`src/rtl/core/b64enc_pkg.sv`:
```
`default_nettype none

package b64enc_pkg;

   localparam int unsigned CHAR_WIDTH = 7;
   localparam int unsigned JOB_CHARS  = 4;

   localparam logic [CHAR_WIDTH-1:0] CHAR_PLUS  = 7'h2B;
   localparam logic [CHAR_WIDTH-1:0] CHAR_SLASH = 7'h2F;
   localparam logic [CHAR_WIDTH-1:0] CHAR_PAD   = 7'h3D;

   typedef struct packed {
      logic [7:0] data_byte;
      logic       end_of_message;
   } req_payload_type;

   typedef struct packed {
      logic [CHAR_WIDTH-1:0] code_char;
      logic                  last_char;
   } rsp_payload_type;

   // One request turned into the characters that it yields.
   typedef struct packed {
      logic [JOB_CHARS-1:0][CHAR_WIDTH-1:0] chars;
      logic [1:0]                           final_index;
      logic                                 mark_last;
   } job_type;

   function automatic logic [CHAR_WIDTH-1:0] sextet_char(input logic [5:0] v);
      logic [CHAR_WIDTH-1:0] wide;
      logic [CHAR_WIDTH-1:0] res;
      wide = {1'b0, v};
      if (v < 6'd26) begin
         res = wide + 7'd65;
      end else if (v < 6'd52) begin
         res = wide + 7'd71;
      end else if (v < 6'd62) begin
         res = wide - 7'd4;
      end else if (v == 6'd62) begin
         res = CHAR_PLUS;
      end else begin
         res = CHAR_SLASH;
      end
      return res;
   endfunction

endpackage

`default_nettype wire

```
`src/rtl/core/base64_stream_encoder_unit.sv`:
```
`default_nettype none

// Streaming base64 encoder, standard alphabet with '=' padding. Each request
// carries one message byte and an end-of-message flag; each response carries
// one ASCII character, and the final character of a message is flagged. A byte
// yields one or two characters mid-message, and the last byte of a message
// also flushes and pads its group, giving two to four characters in all. The
// back end hands out one character per cycle from its output register while
// rsp_ready is high, and three bytes yield four characters mid-message. The
// front end encodes a byte in the cycle that it is accepted and keeps
// accepting while the job queue of QUEUE_DEPTH entries has room.
module base64_stream_encoder_unit #(
   parameter int unsigned QUEUE_DEPTH = 2
) (
   input  wire logic                        clock,
   input  wire logic                        reset,
   input  wire logic                        req_valid,
   output logic                             req_ready,
   input  wire b64enc_pkg::req_payload_type req_payload,
   output logic                             rsp_valid,
   input  wire logic                        rsp_ready,
   output b64enc_pkg::rsp_payload_type      rsp_payload
);
   import b64enc_pkg::*;

   job_type push_job;
   job_type pop_job;
   logic    push;
   logic    pop;
   logic    queue_full;
   logic    queue_empty;

   b64enc_front u_front (
      .clock       (clock),
      .reset       (reset),
      .req_valid   (req_valid),
      .req_ready   (req_ready),
      .req_payload (req_payload),
      .queue_full  (queue_full),
      .push        (push),
      .push_job    (push_job)
   );

   b64enc_queue #(
      .DEPTH (QUEUE_DEPTH)
   ) u_queue (
      .clock    (clock),
      .reset    (reset),
      .push     (push),
      .push_job (push_job),
      .full     (queue_full),
      .pop      (pop),
      .pop_job  (pop_job),
      .empty    (queue_empty)
   );

   b64enc_back u_back (
      .clock       (clock),
      .reset       (reset),
      .pop_job     (pop_job),
      .queue_empty (queue_empty),
      .pop         (pop),
      .rsp_valid   (rsp_valid),
      .rsp_ready   (rsp_ready),
      .rsp_payload (rsp_payload)
   );

endmodule

`default_nettype wire

```
`src/rtl/core/b64enc_front.sv`:
```
`default_nettype none

module b64enc_front (
   input  wire logic                      clock,
   input  wire logic                      reset,
   input  wire logic                      req_valid,
   output logic                           req_ready,
   input  wire b64enc_pkg::req_payload_type req_payload,
   input  wire logic                      queue_full,
   output logic                           push,
   output b64enc_pkg::job_type            push_job
);
   import b64enc_pkg::*;

   typedef enum logic [1:0] {
      PHASE_FIRST  = 2'd0,
      PHASE_SECOND = 2'd1,
      PHASE_THIRD  = 2'd2
   } phase_type;

   phase_type  phase_ff, phase_in;
   logic [3:0] left_ff, left_in;
   logic [7:0] b;
   logic       eom;

   assign req_ready = !queue_full;
   assign push      = req_valid && req_ready;
   assign b         = req_payload.data_byte;
   assign eom       = req_payload.end_of_message;

   always_comb begin
      push_job.chars       = {JOB_CHARS{CHAR_PAD}};
      push_job.final_index = 2'd0;
      push_job.mark_last   = eom;
      phase_in             = PHASE_FIRST;
      left_in              = 4'd0;
      case (phase_ff)
         PHASE_SECOND: begin
            push_job.chars[0] = sextet_char({left_ff[1:0], b[7:4]});
            if (eom) begin
               push_job.chars[1]    = sextet_char({b[3:0], 2'b00});
               push_job.final_index = 2'd2;
            end else begin
               left_in  = b[3:0];
               phase_in = PHASE_THIRD;
            end
         end
         PHASE_THIRD: begin
            push_job.chars[0]    = sextet_char({left_ff, b[7:6]});
            push_job.chars[1]    = sextet_char(b[5:0]);
            push_job.final_index = 2'd1;
         end
         default: begin
            push_job.chars[0] = sextet_char(b[7:2]);
            if (eom) begin
               push_job.chars[1]    = sextet_char({b[1:0], 4'b0000});
               push_job.final_index = 2'd3;
            end else begin
               left_in  = {2'b00, b[1:0]};
               phase_in = PHASE_SECOND;
            end
         end
      endcase
   end

   always_ff @(posedge clock) begin
      if (reset) begin
         phase_ff <= PHASE_FIRST;
         left_ff  <= 4'd0;
      end else if (push) begin
         phase_ff <= phase_in;
         left_ff  <= left_in;
      end
   end

endmodule

`default_nettype wire

```
`src/rtl/core/b64enc_queue.sv`:
```
`default_nettype none

module b64enc_queue #(
   parameter int unsigned DEPTH = 2
) (
   input  wire logic                clock,
   input  wire logic                reset,
   input  wire logic                push,
   input  wire b64enc_pkg::job_type push_job,
   output logic                     full,
   input  wire logic                pop,
   output b64enc_pkg::job_type      pop_job,
   output logic                     empty
);
   import b64enc_pkg::*;

   // DEPTH must be at least two.
   localparam int unsigned PW = $clog2(DEPTH);
   localparam int unsigned CW = $clog2(DEPTH + 1);

   job_type         entries [DEPTH];
   logic [PW-1:0]   wr_ptr_ff, wr_ptr_in;
   logic [PW-1:0]   rd_ptr_ff, rd_ptr_in;
   logic [CW-1:0]   count_ff, count_in;

   assign full    = (count_ff == CW'(DEPTH));
   assign empty   = (count_ff == '0);
   assign pop_job = entries[rd_ptr_ff];

   always_comb begin
      wr_ptr_in = wr_ptr_ff;
      rd_ptr_in = rd_ptr_ff;
      count_in  = count_ff;
      if (push) begin
         wr_ptr_in = (wr_ptr_ff == PW'(DEPTH - 1)) ? '0 : wr_ptr_ff + 1'b1;
      end
      if (pop) begin
         rd_ptr_in = (rd_ptr_ff == PW'(DEPTH - 1)) ? '0 : rd_ptr_ff + 1'b1;
      end
      if (push && !pop) begin
         count_in = count_ff + 1'b1;
      end else if (pop && !push) begin
         count_in = count_ff - 1'b1;
      end
   end

   always_ff @(posedge clock) begin
      if (reset) begin
         wr_ptr_ff <= '0;
         rd_ptr_ff <= '0;
         count_ff  <= '0;
      end else begin
         wr_ptr_ff <= wr_ptr_in;
         rd_ptr_ff <= rd_ptr_in;
         count_ff  <= count_in;
      end
   end

   always_ff @(posedge clock) begin
      if (push) begin
         entries[wr_ptr_ff] <= push_job;
      end
   end

endmodule

`default_nettype wire

```
`src/rtl/core/b64enc_back.sv`:
```
`default_nettype none

module b64enc_back (
   input  wire logic                clock,
   input  wire logic                reset,
   input  wire b64enc_pkg::job_type pop_job,
   input  wire logic                queue_empty,
   output logic                     pop,
   output logic                     rsp_valid,
   input  wire logic                rsp_ready,
   output b64enc_pkg::rsp_payload_type rsp_payload
);
   import b64enc_pkg::*;

   job_type    job_ff;
   logic       busy_ff, busy_in;
   logic [1:0] idx_ff, idx_in;
   logic       at_final;
   logic       done;

   assign at_final  = (idx_ff == job_ff.final_index);
   assign done      = busy_ff && rsp_ready && at_final;
   // A new request is loaded as the previous one hands over its final character.
   assign pop       = !queue_empty && (!busy_ff || done);

   assign rsp_valid             = busy_ff;
   assign rsp_payload.code_char = job_ff.chars[idx_ff];
   assign rsp_payload.last_char = job_ff.mark_last && at_final;

   always_comb begin
      busy_in = busy_ff;
      idx_in  = idx_ff;
      if (pop) begin
         busy_in = 1'b1;
         idx_in  = 2'd0;
      end else if (done) begin
         busy_in = 1'b0;
         idx_in  = 2'd0;
      end else if (busy_ff && rsp_ready) begin
         idx_in = idx_ff + 2'd1;
      end
   end

   always_ff @(posedge clock) begin
      if (reset) begin
         busy_ff <= 1'b0;
         idx_ff  <= 2'd0;
      end else begin
         busy_ff <= busy_in;
         idx_ff  <= idx_in;
      end
   end

   always_ff @(posedge clock) begin
      if (pop) begin
         job_ff <= pop_job;
      end
   end

endmodule

`default_nettype wire

```
`config.mk`:
```
export PLATFORM = sky130hd
export DESIGN_NAME = base64_stream_encoder_unit
export DESIGN_NICKNAME = d
export VERILOG_FILES = /design/src/rtl/core/b64enc_pkg.sv /design/src/rtl/core/base64_stream_encoder_unit.sv /design/src/rtl/core/b64enc_front.sv /design/src/rtl/core/b64enc_queue.sv /design/src/rtl/core/b64enc_back.sv
export SDC_FILE = /design/constraint.sdc
export NUM_CORES = 1
export LEC_CHECK = 0
export BUFFER_PORTS_ARGS = -buffer_cell sky130_fd_sc_hd__buf_2
export CAP_MARGIN = 30
export CORE_ASPECT_RATIO = 0.9
export CORE_MARGIN = 5
export CORE_UTILIZATION = 51
export DETAILED_ROUTE_END_ITERATION = 12
export PLACE_DENSITY = 0.69
export SYNTH_ARGS = -nofsm -noshare
export SYNTH_HDL_FRONTEND = slang
export SYNTH_SLANG_ARGS = --single-unit
```
`constraint.sdc`:
```
create_clock -name clock -period 2.8 [get_ports clock]
set_input_delay 0.28 -clock clock [delete_from_list [all_inputs] [get_ports clock]]
set_output_delay 0.28 -clock clock [all_outputs]
set_load 0.03 [all_outputs]
```
**After elaboration in Yosys (flattened, before gate mapping)**

Memory sizes are Yosys's and may differ from the RTL's. A register that Yosys moved wholly into a read port is not among the register bits.
Cells that the tools add are included.

- Output and inout bits: 10
- Memories kept: 1
- Input bits: 13
- Bits in writable memories: 34
- Word-level logic and storage cells: 120
- Register bits after elaboration: 27

Memory list:

| memory | depth | bits a word | read ports | clocked after memory_dff | wr ports | line | RTL |
|---|---|---|---|---|---|---|---|
| u_queue.entries | 2 | 17 | 1 | 1 | 1 | b64enc_queue.sv:21 | `job_type entries [DEPTH];` |

- Magnitude comparators: 19
- Equal/unequal tests: 8
- Add/subtract/negate cells: 23
- Muxes and demuxes: 43
- Reduce and logical (&&, ||, !) cells: 17

Operators with widths:

| kind | count |
|---|---|
| $mux 7 | 21 |
| $add 6x7->7 const B | 12 |
| $lt 6x6->1 const B | 12 |
| $sub 6x3->7 const B | 6 |
| $lt 6x5->1 const B | 6 |
| $pmux 16 s2 | 1 |
| $eq 6x6->1 const B | 4 |
| $bmux 7 s2 | 1 |
| $mux 2 | 6 |
| $mux 3 | 4 |
| $pmux 4 s2 | 1 |
| $logic_and 1x1->1 | 7 |
| $mux 1 | 7 |
| $logic_not 1->1 | 5 |
| $add 2x1->2 const B | 2 |
| $eq 2x2->1 const B | 2 |
| $mux 4 | 1 |
| $pmux 2 s2 | 1 |
| $reduce_bool 2->1 | 2 |
| $lt 2x3->1 const B | 1 |
| $reduce_or 3->1 | 1 |
| $add 1x1->1 const B | 2 |
| $eq 2x1->1 const B | 1 |
| $eq 2x2->1 | 1 |
| 3 further kinds | 3 |

**Longest topological paths before layout**

- Word-level depth: 7
- Depth in mapped cells: 12

**Hierarchy**

A second synthesis with hierarchy kept.

- Cells, all modules: 544
- Area, all modules: 6,234.7 um2

Modules (own cells, without submodules):

| module | area an instance (um2) | cells each | instances |
|---|---|---|---|
| b64enc_front | 2,487.4 | 363 | 1 |
| b64enc_queue | 2,433.6 | 118 | 1 |
| b64enc_back | 1,313.8 | 63 | 1 |

**Worst setup path before layout**

No wires, ideal clock.

- Kind: flip-flop to flip-flop
- Start point: reg u_back.idx_ff[1]
- End point: reg u_queue.count_ff[1]
- Clock period less this slack: 2.615 ns
- Setup slack: 0.185 ns
- Arrival time: 2.546 ns
- Stages on the path, launching flop included: 10
- Data required time: 2.730 ns
- Path buffers: 1
- Library setup time: 0.070 ns
- Cells stage by stage: dfxtp_1 -> buf_2 -> xor2_1 -> nor2_1 -> a21boi_1 -> nor2_1 -> inv_1 -> ha_1 -> or3_1 -> a21oi_1

- Cells in the longest elaborated chain, start to end: 7
- Elaborated cells on any way between the ends: 9
- Those cells by class: eq/ne (1); mux (1); reduce/logical (7)

RTL lines:

| element | line | RTL |
|---|---|---|
| from (decl) | b64enc_back.sv:17 | `logic [1:0] idx_ff, idx_in;` |
| from (signal assigned) | b64enc_back.sv:50 | `idx_ff <= idx_in;` |
| $eq 2x2->1 (*) | b64enc_back.sv:21 | `assign at_final = (idx_ff == job_ff.final_index);` |
| $logic_and 1x1->1 (*) | b64enc_back.sv:22 | `assign done = busy_ff && rsp_ready && at_final;` |
| $logic_or 1x1->1 (*) | b64enc_back.sv:24 | `assign pop = !queue_empty && (!busy_ff \|\| done);` |
| $logic_and 1x1->1 (*) | b64enc_back.sv:24 |  |
| via pop | base64_stream_encoder_unit.sv:29 | `logic pop;` |
| $logic_not 1->1 | b64enc_queue.sv:40 | `if (push && !pop) begin` |
| $logic_and 1x1->1 | b64enc_queue.sv:40 |  |
| $mux 2 or $reduce_bool 2->1 (tied branches) | -- |  |
| to (signal assigned) | b64enc_queue.sv:55 | `count_ff <= count_in;` |
| to (decl) | b64enc_queue.sv:24 | `logic [CW-1:0] count_ff, count_in;` |

Mark *: on every way through the listed nets, which the timed path passes. The rest lies on a longest branch.
A chain may end at the register's enable or synchronous reset.

==> results.sh <==
export IMPL_antenna_cells=0
export IMPL_relSlewSlack_pct=46.6
export IMPL_drt_antenna_violating_nets=0
export IMPL_route_detailed_drc=0
export IMPL_synth_top_area_cell="edfxtp_1"
export IMPL_cts_buffers=9
export IMPL_max_cap_violations=0
export IMPL_die_w_um=108
export IMPL_synthDistinctLibCells=61
export IMPL_yosysSeqAreaShare_pct=40.8
export IMPL_track_usage_pct=19.3
export IMPL_crit_type="register to register"
export IMPL_worst_pin_slew_ns=0.800
export IMPL_final_min_clock_period_ns=2.49
export IMPL_clkSlewWorstSetupHoldPaths_ns=0.06
export IMPL_ys_flop_type="edfxtp_1"
export IMPL_p_leak_nw=1.76
export IMPL_async_flop_share_pct=0
export IMPL_finalWirelength_mm=9.99
export IMPL_yosysMostFrequentCell="edfxtp_1"
export IMPL_cts_tree="built"
export IMPL_globalRoute_totalOverflow=0
export IMPL_detail_route_first_pass_iterations=5
export IMPL_use_met1_pct=27.5
export IMPL_ctsRootBufferMaster="clkbuf_8"
export IMPL_core_region_area_um2=8490
export IMPL_grt_max_degree=19
export IMPL_ir_drop_uv=302
export IMPL_vias=3524
export IMPL_synth_area_leaders="edfxtp_1, ha_1, dfxtp_1, mux2_2, nor2_1"
export IMPL_place_ws_ns=0.236
export IMPL_synth_common_cells="edfxtp_1, nor2_1, nand2_1"
export IMPL_port_buffers=22
export IMPL_wire_per_inst_um=16.6
export IMPL_cp_end_kind="register"
export IMPL_drive_gt1_share_pct=16.3
export IMPL_fp_row_count=32
export IMPL_setup_viol=0
export IMPL_cts_sinks=64
export IMPL_yosys_warnings=0
export IMPL_grt_pass1_vias=3275
export IMPL_die_area_um2=10600
export IMPL_antenna_found_initial=0
export IMPL_crit_fanout=9
export IMPL_skew_ns=0.00616
export IMPL_fin_tns_setup_ns=0
export IMPL_drv_slew=0
export IMPL_synth_edff_count=51
export IMPL_cts_resized=0
export IMPL_layout_setup_ws_ns=0.311
export IMPL_dieHeight_um=98.0
export IMPL_initial_core_util_pct=51.7
export IMPL_slowest_stage="dfxtp_1"
export IMPL_start_kind="register"
export IMPL_clock_latency_ns=0.33
export IMPL_max_freq_mhz=402
export IMPL_vias_per_cell=5.84
export IMPL_drtIter0Drc=252
export IMPL_cts_hold_buf=0
export IMPL_post_cts_buffers=0
export IMPL_synth_area_um2=4390
export IMPL_cts_buffer_depth=2
export IMPL_hold_depth=2
export IMPL_max_stage_delay_ns=0.56
export IMPL_use_met3_pct=3.44
export IMPL_cp_data_arrival_time_ns=2.63
export IMPL_avgSynthCellArea_um2=9.46
export IMPL_grt_pass1_wl_mm=16.4
export IMPL_critPathRequiredTime_ns=2.94
export IMPL_top_usage_layer="met2"
export IMPL_gr_usage_met2_pct=29.9
export IMPL_power_density_nw_per_um2=677
export IMPL_hp_class="primary input to register"
export IMPL_area_growth_pct=8.58
export IMPL_period_share_pct=88.9
export IMPL_status="complete, no violations"
export IMPL_final_nets=518
export IMPL_hpwl_mm=7.40
export IMPL_h_tree_depth=3
export IMPL_rsz0062_at_grt="false"
export IMPL_register_area_um2=1790
export IMPL_worstPathCellList="inv_1 > ha_1 > nand3b_1 > o311ai_0 > o221ai_1 > a32oi_1"
export IMPL_synth_net_count=503
export IMPL_hold_violations=0
export IMPL_multi_input_area_um2=2340
export IMPL_syn_inst=464
export IMPL_io_pins=23
export IMPL_r2r_worst_path_cells=6
export IMPL_synth_top_area_share_pct=34.9
export IMPL_ys_ff_latch=64
export IMPL_place_congestion=0.873
export IMPL_nFillCells=778
-- stage by stage --
stage / hold WS, ns / instance area (um2) / std cells / util (%) / total power [W]
floorplan: 0.349 / 4390 / 464 / - / 0.00228
global placement: 0.507 / 4590 / 587 / 54.1 / 0.00254
detailed placement: 0.521 / 4590 / 587 / 54.1 / 0.00257
CTS: 0.248 / 4760 / 603 / 56.1 / 0.00326
global route: 0.273 / 4760 / 603 / 56.1 / 0.00341
finish: 0.270 / 4760 / 603 / 56.1 / 0.00323
-- power breakdown --
group | switching, W | internal (W)
logic | 0.000652 | 0.000437
registers | 0.000122 | 0.00133
clock network | 0.000308 | 0.000372
-- per-layer routing --
layer | vias up | wire (um)
met3 | 16 | 452
met4 | 0 | 196
met1 | 1661 | 4710
met5 | - | 0
li1 | 1742 | -
met2 | 105 | 4630
-- final timing paths --
check	start	to	slack, ns
worst max-delay path	u_front.left_ff[1]$_SDFFE_PP0P_	u_queue.entries[0][5]$_DFFE_PP_	0.31
worst min-delay path	reset	u_front.phase_ff[0]$_SDFFE_PP0P_	0.27
worst max register to register	u_front.left_ff[1]$_SDFFE_PP0P_	u_queue.entries[0][5]$_DFFE_PP_	0.31
worst min register to register	u_front.phase_ff[1]$_SDFFE_PP0P_	u_front.phase_ff[1]$_SDFFE_PP0P_	0.53
-- registers in the layout, indices dropped and copies added (netlist names) --
| signal | cells |
|---|---|
| u_queue.entries | 34 |
| u_back.job_ff | 17 |
| u_front.left_ff | 4 |
| u_back.idx_ff | 2 |
| u_front.phase_ff | 2 |
| u_queue.count_ff | 2 |
| u_back.rsp_valid | 1 |
| u_queue.rd_ptr_ff | 1 |
| u_queue.wr_ptr_ff | 1 |
-- layout make-up --
| type | count | area share (%) |
|---|---|---|
| sequential | 64 | 37.6 |
| clock buffer | 16 | 3.57 |
| multi-input combinational | 344 | 49.1 |
| inverter | 22 | 1.73 |
| tap | 119 | 3.13 |
| timing repair buffer | 38 | 4.83 |
-- worst max-delay path, delay by kind of cell, from the launching register on --
| kind | cells | cell delay, ns |
|---|---|---|
| buf+inv | 1 | 0.16 |
| compound gates | 3 | 0.95 |
| flops | 1 | 0.56 |
| fa+ha+maj | 1 | 0.28 |
| simple gates | 1 | 0.35 |
-- logic make-up (layout without fill, tap and decap cells) --
family,count (synthesis),after routing,share of synthesized area (%)
AND/OR/NAND/NOR,145,145,16.1
AO/OA/AOI/OAI,129,129,19.9
flip-flops,64,64,40.8
buffers and inverters,56,76,5.82
adder cells (fa/ha/maj),26,26,7.41
XOR/XNOR,22,22,4.39
multiplexers,22,22,5.53
-- cells in the final DEF (no fill, tap or decap), types with 14 or more instances in the layout --
| cell | n |
|---|---|
| inv_1 | 20 |
| ha_1 | 26 |
| nor2_1 | 40 |
| xnor2_1 | 14 |
| mux2_2 | 18 |
| nand2_1 | 39 |
| edfxtp_1 | 51 |
| buf_2 | 22 |
| a21oi_1 | 26 |
| buf_4 | 16 |
| nand3_1 | 21 |
| o21ai_0 | 26 |
(Power assumes the default switching activity.)
